<file path="src/rtl/core/hessian_box_filter_response_top_assert.svh">
// Assertion macros shared by the Hessian box filter response block
`ifndef HESSIAN_BOX_FILTER_RESPONSE_TOP_ASSERT_SVH
`define HESSIAN_BOX_FILTER_RESPONSE_TOP_ASSERT_SVH

// Same-cycle implication, checked on every rising clock edge out of reset
`define HBF_ASSERT_NOW(lbl, ante, cons, msg) \
  lbl: assert property (@(posedge clk_i) disable iff (!rst_ni) (ante) |-> (cons)) \
    else $error(msg);

// Next-cycle implication, checked on every rising clock edge out of reset
`define HBF_ASSERT_NEXT(lbl, ante, cons, msg) \
  lbl: assert property (@(posedge clk_i) disable iff (!rst_ni) (ante) |=> (cons)) \
    else $error(msg);

`endif

</file>
<file path="src/rtl/core/hbf_pkg.sv">
// Shared types and constants of the Hessian box filter response block
`timescale 1ns / 1ps

package hbf_pkg;

  localparam int MaxWidthDef  = 256;
  localparam int MaxHeightDef = 256;

  localparam int EntryW  = 24;   // summed-area table entry
  localparam int CoordW  = 14;   // signed image coordinates
  localparam int DW      = 27;   // second-derivative sums
  localparam int MulW    = 33;   // shared multiplier operand
  localparam int NumW    = 64;   // determinant numerator
  localparam int DenW    = 39;   // 100 * size^4
  localparam int RemW    = 40;
  localparam int FracW   = 16;
  localparam int DvdW    = 60;   // numerator magnitude
  localparam int QuotW   = DvdW + FracW;
  localparam int DivCntW = 7;
  localparam int DetW    = 37;

  localparam logic FuncLoad  = 1'b0;
  localparam logic FuncQuery = 1'b1;

  localparam logic [8:0] WidthRst  = 9'd256;
  localparam logic [8:0] HeightRst = 9'd256;
  localparam logic [7:0] SizeRst   = 8'd9;
  localparam logic [1:0] StepRst   = 2'd0;
  localparam logic [7:0] SizeMin   = 8'd9;
  localparam logic [7:0] SizeMax   = 8'd249;
  localparam int         DimMin    = 32;

  typedef enum logic [1:0] {
    RegWidth  = 2'd0,
    RegHeight = 2'd1,
    RegSize   = 2'd2,
    RegStep   = 2'd3
  } reg_idx_e;

  typedef struct packed {
    logic       func;
    logic [7:0] pixel;
    logic [7:0] query_col;
    logic [7:0] query_row;
  } item_t;

  typedef struct packed {
    logic signed [DetW-1:0] determinant;
    logic                   laplacian_positive;
  } result_t;

  typedef struct packed {
    logic            start;
    logic [DvdW-1:0] dividend;
    logic [DenW-1:0] divisor;
  } div_req_t;

  typedef struct packed {
    logic             done;
    logic [QuotW-1:0] quotient;
  } div_rsp_t;

endpackage

</file>
<file path="src/rtl/core/hbf_div.sv">
// Restoring divider, one quotient bit per cycle, 16 fraction bits
`timescale 1ns / 1ps

module hbf_div (
  input  logic              clk_i,
  input  logic              rst_ni,
  input  hbf_pkg::div_req_t req_i,
  output hbf_pkg::div_rsp_t rsp_o
);

  logic                           run_q, run_d;
  logic                           done_q, done_d;
  logic [hbf_pkg::DivCntW-1:0]    cnt_q, cnt_d;
  logic [hbf_pkg::RemW-1:0]       rem_q, rem_d;
  logic [hbf_pkg::QuotW-1:0]      dvd_q, dvd_d;
  logic [hbf_pkg::DenW-1:0]       den_q, den_d;
  logic [hbf_pkg::RemW-1:0]       shifted;
  logic [hbf_pkg::RemW:0]         diff;

  // trial subtract of the divisor from the shifted remainder
  always_comb begin
    shifted = {rem_q[hbf_pkg::RemW-2:0], dvd_q[hbf_pkg::QuotW-1]};
    diff    = {1'b0, shifted} - {2'b00, den_q};
    run_d   = run_q;
    done_d  = 1'b0;
    cnt_d   = cnt_q;
    rem_d   = rem_q;
    dvd_d   = dvd_q;
    den_d   = den_q;
    if (req_i.start) begin
      run_d = 1'b1;
      cnt_d = '0;
      rem_d = '0;
      dvd_d = {req_i.dividend, {hbf_pkg::FracW{1'b0}}};
      den_d = req_i.divisor;
    end else if (run_q) begin
      rem_d = diff[hbf_pkg::RemW] ? shifted : diff[hbf_pkg::RemW-1:0];
      dvd_d = {dvd_q[hbf_pkg::QuotW-2:0], ~diff[hbf_pkg::RemW]};
      cnt_d = cnt_q + 1'b1;
      if (cnt_q == hbf_pkg::DivCntW'(hbf_pkg::QuotW - 1)) begin
        run_d  = 1'b0;
        done_d = 1'b1;
      end
    end
  end

  always_ff @(posedge clk_i or negedge rst_ni) begin
    if (!rst_ni) begin
      run_q  <= 1'b0;
      done_q <= 1'b0;
      cnt_q  <= '0;
      rem_q  <= '0;
      dvd_q  <= '0;
      den_q  <= '0;
    end else begin
      run_q  <= run_d;
      done_q <= done_d;
      cnt_q  <= cnt_d;
      rem_q  <= rem_d;
      dvd_q  <= dvd_d;
      den_q  <= den_d;
    end
  end

  assign rsp_o.done     = done_q;
  assign rsp_o.quotient = dvd_q;

endmodule

</file>
<file path="config.mk">
export PLATFORM = sky130hd
export DESIGN_NAME = hbf_div
export DESIGN_NICKNAME = d
export VERILOG_FILES = /design/src/rtl/core/hessian_box_filter_response_top_assert.svh /design/src/rtl/core/hbf_pkg.sv /design/src/rtl/core/hbf_div.sv
export SDC_FILE = /design/constraint.sdc
export NUM_CORES = 1
export LEC_CHECK = 0
export ABC_CLOCK_PERIOD_IN_PS = 3400
export BUFFER_PORTS_ARGS = -buffer_cell sky130_fd_sc_hd__clkbuf_2
export CAP_MARGIN = 20
export CORE_MARGIN = 3
export CORE_UTILIZATION = 46
export CTS_CLUSTER_DIAMETER = 40
export DETAILED_ROUTE_END_ITERATION = 16
export PLACE_DENSITY = 0.79
export RECOVER_POWER = 25
export SLEW_MARGIN = 20
export SYNTH_ARGS = -nofsm -noshare
export SYNTH_HDL_FRONTEND = slang
export SYNTH_SLANG_ARGS = --single-unit
export TNS_END_PERCENT = 50
</file>
<file path="constraint.sdc">
create_clock -name clk_i -period 3.4 [get_ports clk_i]
set_input_delay 0.68 -clock clk_i [delete_from_list [all_inputs] [get_ports clk_i]]
set_output_delay 0.68 -clock clk_i [all_outputs]
set_load 0.02 [all_outputs]
</file>
==> summary.md, run 1 <==
| Metric | Value |
|---|---|
| Outcome | `finished with violations` |
| Violated checks | `max-capacitance violations, max-slew violations` |
| # Post-CTS Setup Buffers | `0` |
| Register area share after synthesis | `0.421` |
| VDD IR-drop max | `0.458 mV` |
| Clock skew | `0.0192 ns` |
| Fmax | `0.315 GHz` |
| Minimum clock period | `3.18 ns` |
| Syn Area/Cell | `8.97 um^2` |
| Worst slew margin | `-0.233` |
| Area Overhead vs Synth | `17.1%` |
| Die height | `151 um` |
| Register Area | `0.00408 mm^2` |
| Die Area | `0.0228 mm^2` |
| Predominant post-synthesis flop cell | `dfrtp_1` |
| Largest area contributor in the synthesized netlist | `dfrtp_1` |
| Detailed Route Iter0 Violations | `576` |
| Clk slew on worst S/H paths | `0.08 ns` |
| Post-route ant nets | `0` |
| Final instance area | `0.0113 mm^2` |
| Placer Congestion | `0.910` |
| H-Tree Depth | `4` |
| Final net count | `1364` |
| Worst Hold Launch | `req_i[27]` |
| Hold Crit Endpoint | `den_q[27]` |
| Dpl hpwl | `17200 um` |
| Area occupied by multi-input gates | `0.00510 mm^2` |
| Cell area after synthesis | `0.00969 mm^2` |
| Reg2reg end | `rem_q[13]` |
| WS Path Type | `reg2reg` |
| I/O Pins | `179` |
| Critical Path Fanout Max | `15` |
| Die X-Extent | `151 um` |
| Synthesized flop and latch total | `163` |
| Site Rows | `52` |
| Register-to-register setup slack | `0.22 ns` |
| RR Startpoint | `dvd_q[75]` |
| Share of cells above drive strength 1 | `0.193` |
| Worst min path class | `in2reg` |
| Power per standard cell area | `686 mW/mm^2` |
| Via density | `5.62` |
| IO buf count | `178` |
| Synth Instances | `1081` |
| Period Utilization, post-route | `0.935` |
| Final setup TNS | `0 ns` |
| Max-cap violations | `1` |
| CTS Root Cell | `clkbuf_16` |
| Core ar. | `0.0205 mm^2` |
| Post-synth net total | `1224` |
| Total GRT Usage | `0.210` |
| CTS Hold Bufs | `0` |
| Setup Viol. Count Final | `0` |
| Tightest Pin Transition | `1.85 ns` |
| Wirelength per Cell | `16.3 um` |
| Fill count | `1865` |
| First-pass GRT wire length | `39100 um` |
| Startpoint class of the critical path | `flop` |
| Crit end category | `flop` |
| Pin count of the biggest net entering global routing | `98` |
| # DRC | `0` |
| Number of synthesis warnings | `0` |
| Worst-skew pair later-pin latency | `0.44 ns` |
| Placement Cell Area | `0.0108 mm^2` |
| Initial core utilization | `0.473` |
| Fin. Hold Viols | `0` |
| Share of the synthesized area in the top cell type | `0.421` |
| Worst hold stages | `3` |
| Number of global-route vias before repair | `7907` |
| Pleak | `0.00603 uW` |
| EDFF count, synth | `0` |
| Post-cts resize count | `0` |
| CP required | `3.74 ns` |
| Cts bufs inserted | `17` |
| Clock sink total | `163` |
| Core Util, Final | `0.554` |
| Final wirelength | `24500 um` |
| Clock Path Buffers | `2` |
| Total congestion overflow | `0` |
| Via count | `8448` |
| # diodes | `0` |
| Async SR Flop Fraction | `1.00` |
| Antenna violations before repair | `0` |
| CP arrival | `3.52 ns` |
| 1st-pass router iterations | `7` |
| TritonCTS clock tree | `done` |
| R2R depth | `12` |
| Count of different cell masters after synthesis | `69` |
| Unrepaired setup endpoints after global routing | `false` |
| Synth area leaders | `dfrtp_1, mux2i_1, o21ai_0, nand2_1, ha_1` |
| Max Slew Vio Count | `74` |
critical path: stages (launching register included):
cell	delay (ns)
dfrtp_1	0.41
inv_1	0.07
ha_1	0.15
inv_1	0.05
fa_1	0.42
a211oi_1	0.39
o211ai_2	0.12
a21o_2	0.27
o2111ai_4	0.23
a2111oi_4	0.13
o21a_2	0.40
mux2i_1	0.19
a211oi_1	0.25
state kept, by name, indices dropped and copies added (netlist names):
register  count
dvd_q        76
den_q        39
rem_q        39
cnt_q         7
done_q        1
run_q         1
cell type report:
type	instances	area share
clock inverter	15	0.0159
timing repair buffer	190	0.0892
tap	270	0.0298
inverter	56	0.0185
sequential	163	0.360
multi-input combinational	793	0.449
clock buffer	17	0.0375
logic make-up (layout without fill, tap and decap cells):
family	after synthesis	count (layout)	synth area share
simple gates	326	326	0.147
compound gates	299	300	0.198
flops	163	163	0.421
buf+inv	126	278	0.0544
mux	95	95	0.0984
fa+ha+maj	41	41	0.0537
xor+xnor	31	31	0.0280
metal layers:
metal	GRT usage	vias up	wire length, um
li1	-	4110	-
met1	0.290	4050	10900
met2	0.336	247	11800
met3	0.0359	41	1290
met4	0.0725	0	512
met5	0	-	0
synthesized netlist by cell type (8+ instances only):
cell and number:
a31oi_1 8, nand4_1 13, inv_1 56, o21ai_0 126
clkbuf_1 42, buf_1 13, xnor2_1 12, a21oi_1 49
a311oi_1 11, nor3_1 15, buf_2 9, dfrtp_1 163
nor2_1 82, ha_1 40, o211ai_1 12, a211oi_1 22
nand2_1 155, nand3_1 17, mux2i_1 93, and3_1 8
a21o_1 16, xor2_1 19
stage by stage:
step                      hold slack [ns]  total power, uW  worst slack (ns)  std cells
final                               0.440             7790             0.220       1504
after global routing                0.451             8290            0.0276       1504
after CTS                           0.280             7750             0.224       1503
after detailed placement            0.512             5730             0.247       1471
after global placement              0.513             5660             0.405       1471
after floorplan                     0.384             4920             0.445       1081
cell usage in the layout (no fill, tap or decap), drive strengths merged, types with 3 or more instances in the layout:
cell type	netlist	layout
a22oi	3	3
a21oi	49	49
a311oi	11	11
buf	28	12
xor2	19	19
a211oi	23	23
dfrtp	163	163
nor2b	7	7
and3	9	9
ha	40	40
nand2	155	155
or3	7	7
and2	5	5
nand3	17	17
nor4	3	3
o21ai	129	129
nand2b	6	6
a21o	17	17
o31ai	7	7
nor3	15	15
o2111ai	5	5
nand4	13	13
inv	56	65
o21bai	3	3
clkinv	0	3
xnor2	12	12
a31oi	8	8
clkbuf	42	195
a2111oi	4	4
o211ai	13	13
nor2	82	82
o21a	5	6
mux2i	93	93
a32oi	3	3
worst max path at each step:
stage	start	to	depth (start not counted)
after global placement	dvd_q[75]	rem_q[35]	12
final	dvd_q[75]	rem_q[13]	12
after detailed placement	dvd_q[75]	rem_q[31]	12
after floorplan	dvd_q[75]	rem_q[20]	13
after global routing	dvd_q[75]	rem_q[13]	12
after CTS	dvd_q[75]	rem_q[18]	12
report_power, final:
group / total [uW] / leakage (uW) / switching, uW / internal [uW]
Combinational: 3380 / 0.00365 / 2070 / 1320
Sequential: 2420 / 0.00209 / 213 / 2210
Clock: 1980 / 0.000292 / 925 / 1060
Total: 7790 / 0.00603 / 3200 / 4590
(Power assumes the default switching activity.)
==> run 2, diff against run 1 <==
CORE_UTILIZATION = 57   (was 46)
PLACE_DENSITY = 0.93   (was 0.79)
==> summary.md, run 2 (synthesis results as in run 1) <==
| Metric | Value |
|---|---|
| CP top delay family | `compound AO/OA/AOI/OAI gates` |
| Unrepaired setup endpoints after global routing | `false` |
| Outcome | `finished with violations` |
| Pin count of the biggest net entering global routing | `94` |
| Worst Path Buf+Inv | `2` |
| Setup Viol. Count Final | `0` |
| # DRC | `0` |
| Die height | `136 um` |
| Most common cell after layout, fill and taps aside | `clkbuf_2` |
| Clk slew on worst S/H paths | `0.07 ns` |
| Max-cap violations | `1` |
| Share of cells above drive strength 1 | `0.192` |
| IO buf count | `178` |
| Fin. Hold Viols | `0` |
| Site Rows | `47` |
| Placement Cell Area | `0.0107 mm^2` |
| Dpl hpwl | `17800 um` |
| Fill count | `1291` |
| WP depth | `12` |
| Violated checks | `max-capacitance violations, max-slew violations` |
| Max reg flops | `76` |
| Total congestion overflow | `0` |
| Total GRT Usage | `0.267` |
| Core ar. | `0.0166 mm^2` |
| 1st-pass router iterations | `5` |
| Worst min path class | `in2reg` |
| Biggest regs | `dvd_q x76, den_q x39, rem_q x39` |
| Crit end category | `flop` |
| First-pass GRT wire length | `39900 um` |
| Final net count | `1363` |
| Worst slew margin | `-0.126` |
| Via count | `8791` |
| CP arrival | `3.41 ns` |
| Startpoint class of the critical path | `flop` |
| Final instance area | `0.0112 mm^2` |
| Register Area | `0.00408 mm^2` |
| Die Area | `0.0186 mm^2` |
| Fmax | `0.318 GHz` |
| Critical Path Fanout Max | `15` |
| Clock sink total | `163` |
| Final setup TNS | `0 ns` |
| Detailed Route Iter0 Violations | `666` |
| R2R depth | `12` |
| Number of global-route vias before repair | `8271` |
| VDD IR-drop max | `0.561 mV` |
| Post-route ant nets | `0` |
| Clock Path Buffers | `2` |
| WS Path Type | `reg2reg` |
| H-Tree Depth | `4` |
| Largest Register | `dvd_q` |
| CTS Root Cell | `clkbuf_16` |
| Period Utilization, post-route | `0.926` |
| # diodes | `0` |
| Slowest-stage cell, CP | `a2111oi_4` |
| Worst hold stages | `3` |
| TritonCTS clock tree | `done` |
| CP required | `3.66 ns` |
| Antenna violations before repair | `0` |
| CP cell instances | `inv_1 -> ha_1 -> inv_1 -> fa_1 -> a211oi_1 -> o211ai_2 -> a21o_2 -> o2111ai_4 -> a2111oi_4 -> o21a_2 -> mux2i_1 -> a211oi_1` |
| # Post-CTS Setup Buffers | `0` |
| Via density | `6.05` |
| Clock skew | `0.0100 ns` |
| Minimum clock period | `3.15 ns` |
| Cts bufs inserted | `17` |
| Initial core utilization | `0.584` |
| Area Overhead vs Synth | `16.0%` |
| Power per standard cell area | `690 mW/mm^2` |
| Die X-Extent | `136 um` |
| Tightest Pin Transition | `1.69 ns` |
| Worst-skew pair later-pin latency | `0.43 ns` |
| Placer Congestion | `1.03` |
| Placed cell count | `1420` |
| Wirelength per Cell | `17.4 um` |
| Max incr delay on CP | `0.54 ns` |
| Post-route insts no fill | `1453` |
| Commonest non-fill, non-tap cells in the layout | `clkbuf_2, dfrtp_1, nand2_1, o21ai_0, mux2i_1` |
| Pleak | `0.00600 uW` |
| Final wirelength | `25300 um` |
| I/O Pins | `179` |
| Max Slew Vio Count | `69` |
| Area occupied by multi-input gates | `0.00510 mm^2` |
-- run 2: routing by layer --
metal | up-vias | global-route usage | share of wire
li1 | 4109 | - | -
met1 | 4205 | 0.346 | 0.40
met2 | 386 | 0.431 | 0.49
met3 | 91 | 0.0574 | 0.066
met4 | 0 | 0.118 | 0.042
met5 | - | 0 | 0
-- run 2: layout make-up --
| class | count | share of cell area |
|---|---|---|
| Timing Repair Buffer | 189 | 0.0878 |
| Sequential cell | 163 | 0.363 |
| Inverter | 56 | 0.0187 |
| Multi-Input combinational cell | 793 | 0.454 |
| Clock inverter | 12 | 0.0108 |
| Clock buffer | 20 | 0.0415 |
| Tap cell | 220 | 0.0245 |
-- run 2: where the power goes --
part	leakage [uW]	switching, uW	internal [uW]
clock	0.000281	833	1080
sequential	0.00209	228	2210
combinational	0.00364	2090	1310
-- run 2: repair_timing --
| action | CTS | global route |
|---|---|---|
| hold buffers | 0 | 0 |
| resized for setup | 0 | 0 |
| setup endpoints to repair | 0 | 1 |
-- run 2: worst paths after layout --
check | startpoint | end | slack, ns
worst max register to register | dvd_q[75] | rem_q[18] | 0.25
worst min-delay path | req_i[50] | dvd_q[27] | 0.45
max in group asynchronous | rst_ni | dvd_q[15] | 0.77
min in group asynchronous | rst_ni | dvd_q[57] | 0.66
worst min register to register | den_q[22] | den_q[22] | 0.53
worst max-delay path | dvd_q[75] | rem_q[18] | 0.25
-- run 2: through the flow --
stage	hold WS, ns	power (uW)	setup WS [ns]	util
global placement	0.512	5620	0.397	0.644
finish	0.452	7750	0.252	0.678
detailed placement	0.510	5730	0.275	0.644
global route	0.448	8190	0.0247	0.678
CTS	0.264	7670	0.282	0.680
floorplan	0.384	4920	0.445	-
-- run 2: worst min-delay path, stage by stage --
cell      delay (ns)
clkbuf_2        0.07
nand2_1         0.04
o21ai_0         0.05
==> run 3, diff against run 2 <==
MAX_ROUTING_LAYER = met4   (was default)
==> summary.md, run 3 (synthesis results as in run 1) <==
| Metric | Value |
|---|---|
| Outcome | `finished with violations` |
| Violated checks | `max-capacitance violations, max-slew violations` |
| Die X-Extent | `136 um` |
| Detailed Route Iter0 Violations | `957` |
| Fmax | `0.311 GHz` |
| Worst slew margin | `-0.100` |
| CTS Root Cell | `clkbuf_16` |
| Unrepaired setup endpoints after global routing | `false` |
| Period Utilization, post-route | `0.945` |
| TritonCTS clock tree | `done` |
| Tightest Pin Transition | `1.65 ns` |
| I/O Pins | `179` |
| WS Path Type | `reg2reg` |
| Setup ws final | `0.189 ns` |
| Setup Viol. Count Final | `0` |
| Wirelength per Cell | `17.6 um` |
| Number of global-route vias before repair | `8209` |
| Max Slew Vio Count | `62` |
| Power per standard cell area | `691 mW/mm^2` |
| Fin. Hold Viols | `0` |
| Critical Path Fanout Max | `15` |
| Clock skew | `0.0116 ns` |
| CP required | `3.73 ns` |
| Final setup TNS | `0 ns` |
| Largest Register | `dvd_q` |
| Final net count | `1363` |
| First-pass GRT wire length | `40100 um` |
| Clock sink total | `163` |
| Max-cap violations | `1` |
| Die Area | `0.0186 mm^2` |
| CP top delay family | `compound AO/OA/AOI/OAI gates` |
| Placed cell count | `1420` |
| CP arrival | `3.55 ns` |
| Most common cell after layout, fill and taps aside | `clkbuf_2` |
| Share of cells above drive strength 1 | `0.191` |
| Worst-skew pair later-pin latency | `0.44 ns` |
| Post-route insts no fill | `1453` |
| H-Tree Depth | `4` |
| Post-cts resize count | `0` |
| Dpl hpwl | `17700 um` |
| Final wirelength | `25500 um` |
| Slowest-stage cell, CP | `a2111oi_4` |
| # diodes | `0` |
| Biggest regs | `dvd_q x76, den_q x39, rem_q x39` |
| Antenna violations before repair | `0` |
| Worst min path class | `in2reg` |
| Via count | `8759` |
| Die height | `136 um` |
| CP cell instances | `inv_1 -> ha_1 -> inv_1 -> fa_1 -> a211oi_1 -> o211ai_2 -> a21o_2 -> o2111ai_4 -> a2111oi_4 -> o21a_2 -> mux2i_1 -> a211oi_1` |
| Total congestion overflow | `0` |
| Via density | `6.03` |
| Crit end category | `flop` |
| Initial core utilization | `0.584` |
| Post-Place Setup Slack | `0.231 ns` |
| Fill count | `1252` |
| # DRC | `0` |
| Pin count of the biggest net entering global routing | `94` |
| VDD IR-drop max | `0.456 mV` |
| Placer Congestion | `1.01` |
| Core ar. | `0.0166 mm^2` |
| Pleak | `0.00601 uW` |
| Commonest non-fill, non-tap cells in the layout | `clkbuf_2, dfrtp_1, nand2_1, o21ai_0, mux2i_1` |
| Minimum clock period | `3.21 ns` |
| # Post-CTS Setup Buffers | `0` |
| Clock Path Buffers | `2` |
| Area Overhead vs Synth | `16.1%` |
| Max incr delay on CP | `0.57 ns` |
| Total GRT Usage | `0.274` |
| Max reg flops | `76` |
| Worst Path Buf+Inv | `2` |
| Clk slew on worst S/H paths | `0.07 ns` |
| Site Rows | `47` |
| IO buf count | `178` |
| Post-route ant nets | `0` |
| 1st-pass router iterations | `5` |
| Cts bufs inserted | `17` |
| Startpoint class of the critical path | `flop` |
[run 3: cell type report]
| cell class | instances | area, um^2 | share of cell area |
|---|---|---|---|
| multi-input cells | 793 | 5100 | 0.453 |
| flip-flops and latches | 163 | 4080 | 0.363 |
| repair buffers | 189 | 1010 | 0.0902 |
| clock buffers | 19 | 433 | 0.0385 |
| well taps | 220 | 275 | 0.0245 |
| inverters | 56 | 210 | 0.0187 |
| clock inverters | 13 | 139 | 0.0123 |
[run 3: what timing repair did]
action | CTS | global route
hold endpoints to repair | 0 | 0
endpoints found under the setup margin | 0 | 1
hold buffers | 0 | 0
[run 3: tightest hold or removal path, delay by kind of cell]
kind / cells / cell delay, ns
buf+inv: 1 / 0.07
compound gates: 1 / 0.06
simple gates: 1 / 0.04
[run 3: per-layer routing]
| layer | vias up | wire length, um | global-route usage |
|---|---|---|---|
| met5 | - | 0 | - |
| met3 | 83 | 1540 | 0.0363 |
| met4 | 0 | 936 | 0.107 |
| met2 | 398 | 12400 | 0.432 |
| li1 | 4099 | - | - |
| met1 | 4179 | 10600 | 0.362 |
[run 3: stage by stage]
stage          hold slack, ns   util  instance area [um^2]  total power, uW
2_1_floorplan           0.384      -                  9690             4920
3_3_place_gp            0.512  0.645                 10700             5660
3_5_place_dp            0.513  0.645                 10700             5760
4_1_cts                 0.254  0.679                 11300             7690
5_1_grt                 0.453  0.679                 11300             8210
6_report                0.446  0.679                 11300             7770
[run 3: final timing paths]
| path | slack [ns] | start | cells after the start | to |
|---|---|---|---|---|
| max | 0.19 | dvd_q[75] | 12 | rem_q[9] |
| min | 0.45 | req_i[74] | 3 | dvd_q[51] |
| max reg2reg | 0.19 | dvd_q[75] | 12 | rem_q[9] |
| min reg2reg | 0.54 | den_q[13] | 2 | den_q[13] |
| max in group asynchronous | 0.96 | rst_ni | 2 | den_q[17] |
| min in group asynchronous | 0.66 | rst_ni | 1 | dvd_q[66] |
[run 3: power by group]
part	switching (uW)	internal (uW)	leakage [uW]
clock network	875	1040	0.000278
registers	231	2210	0.00209
logic	2110	1310	0.00365
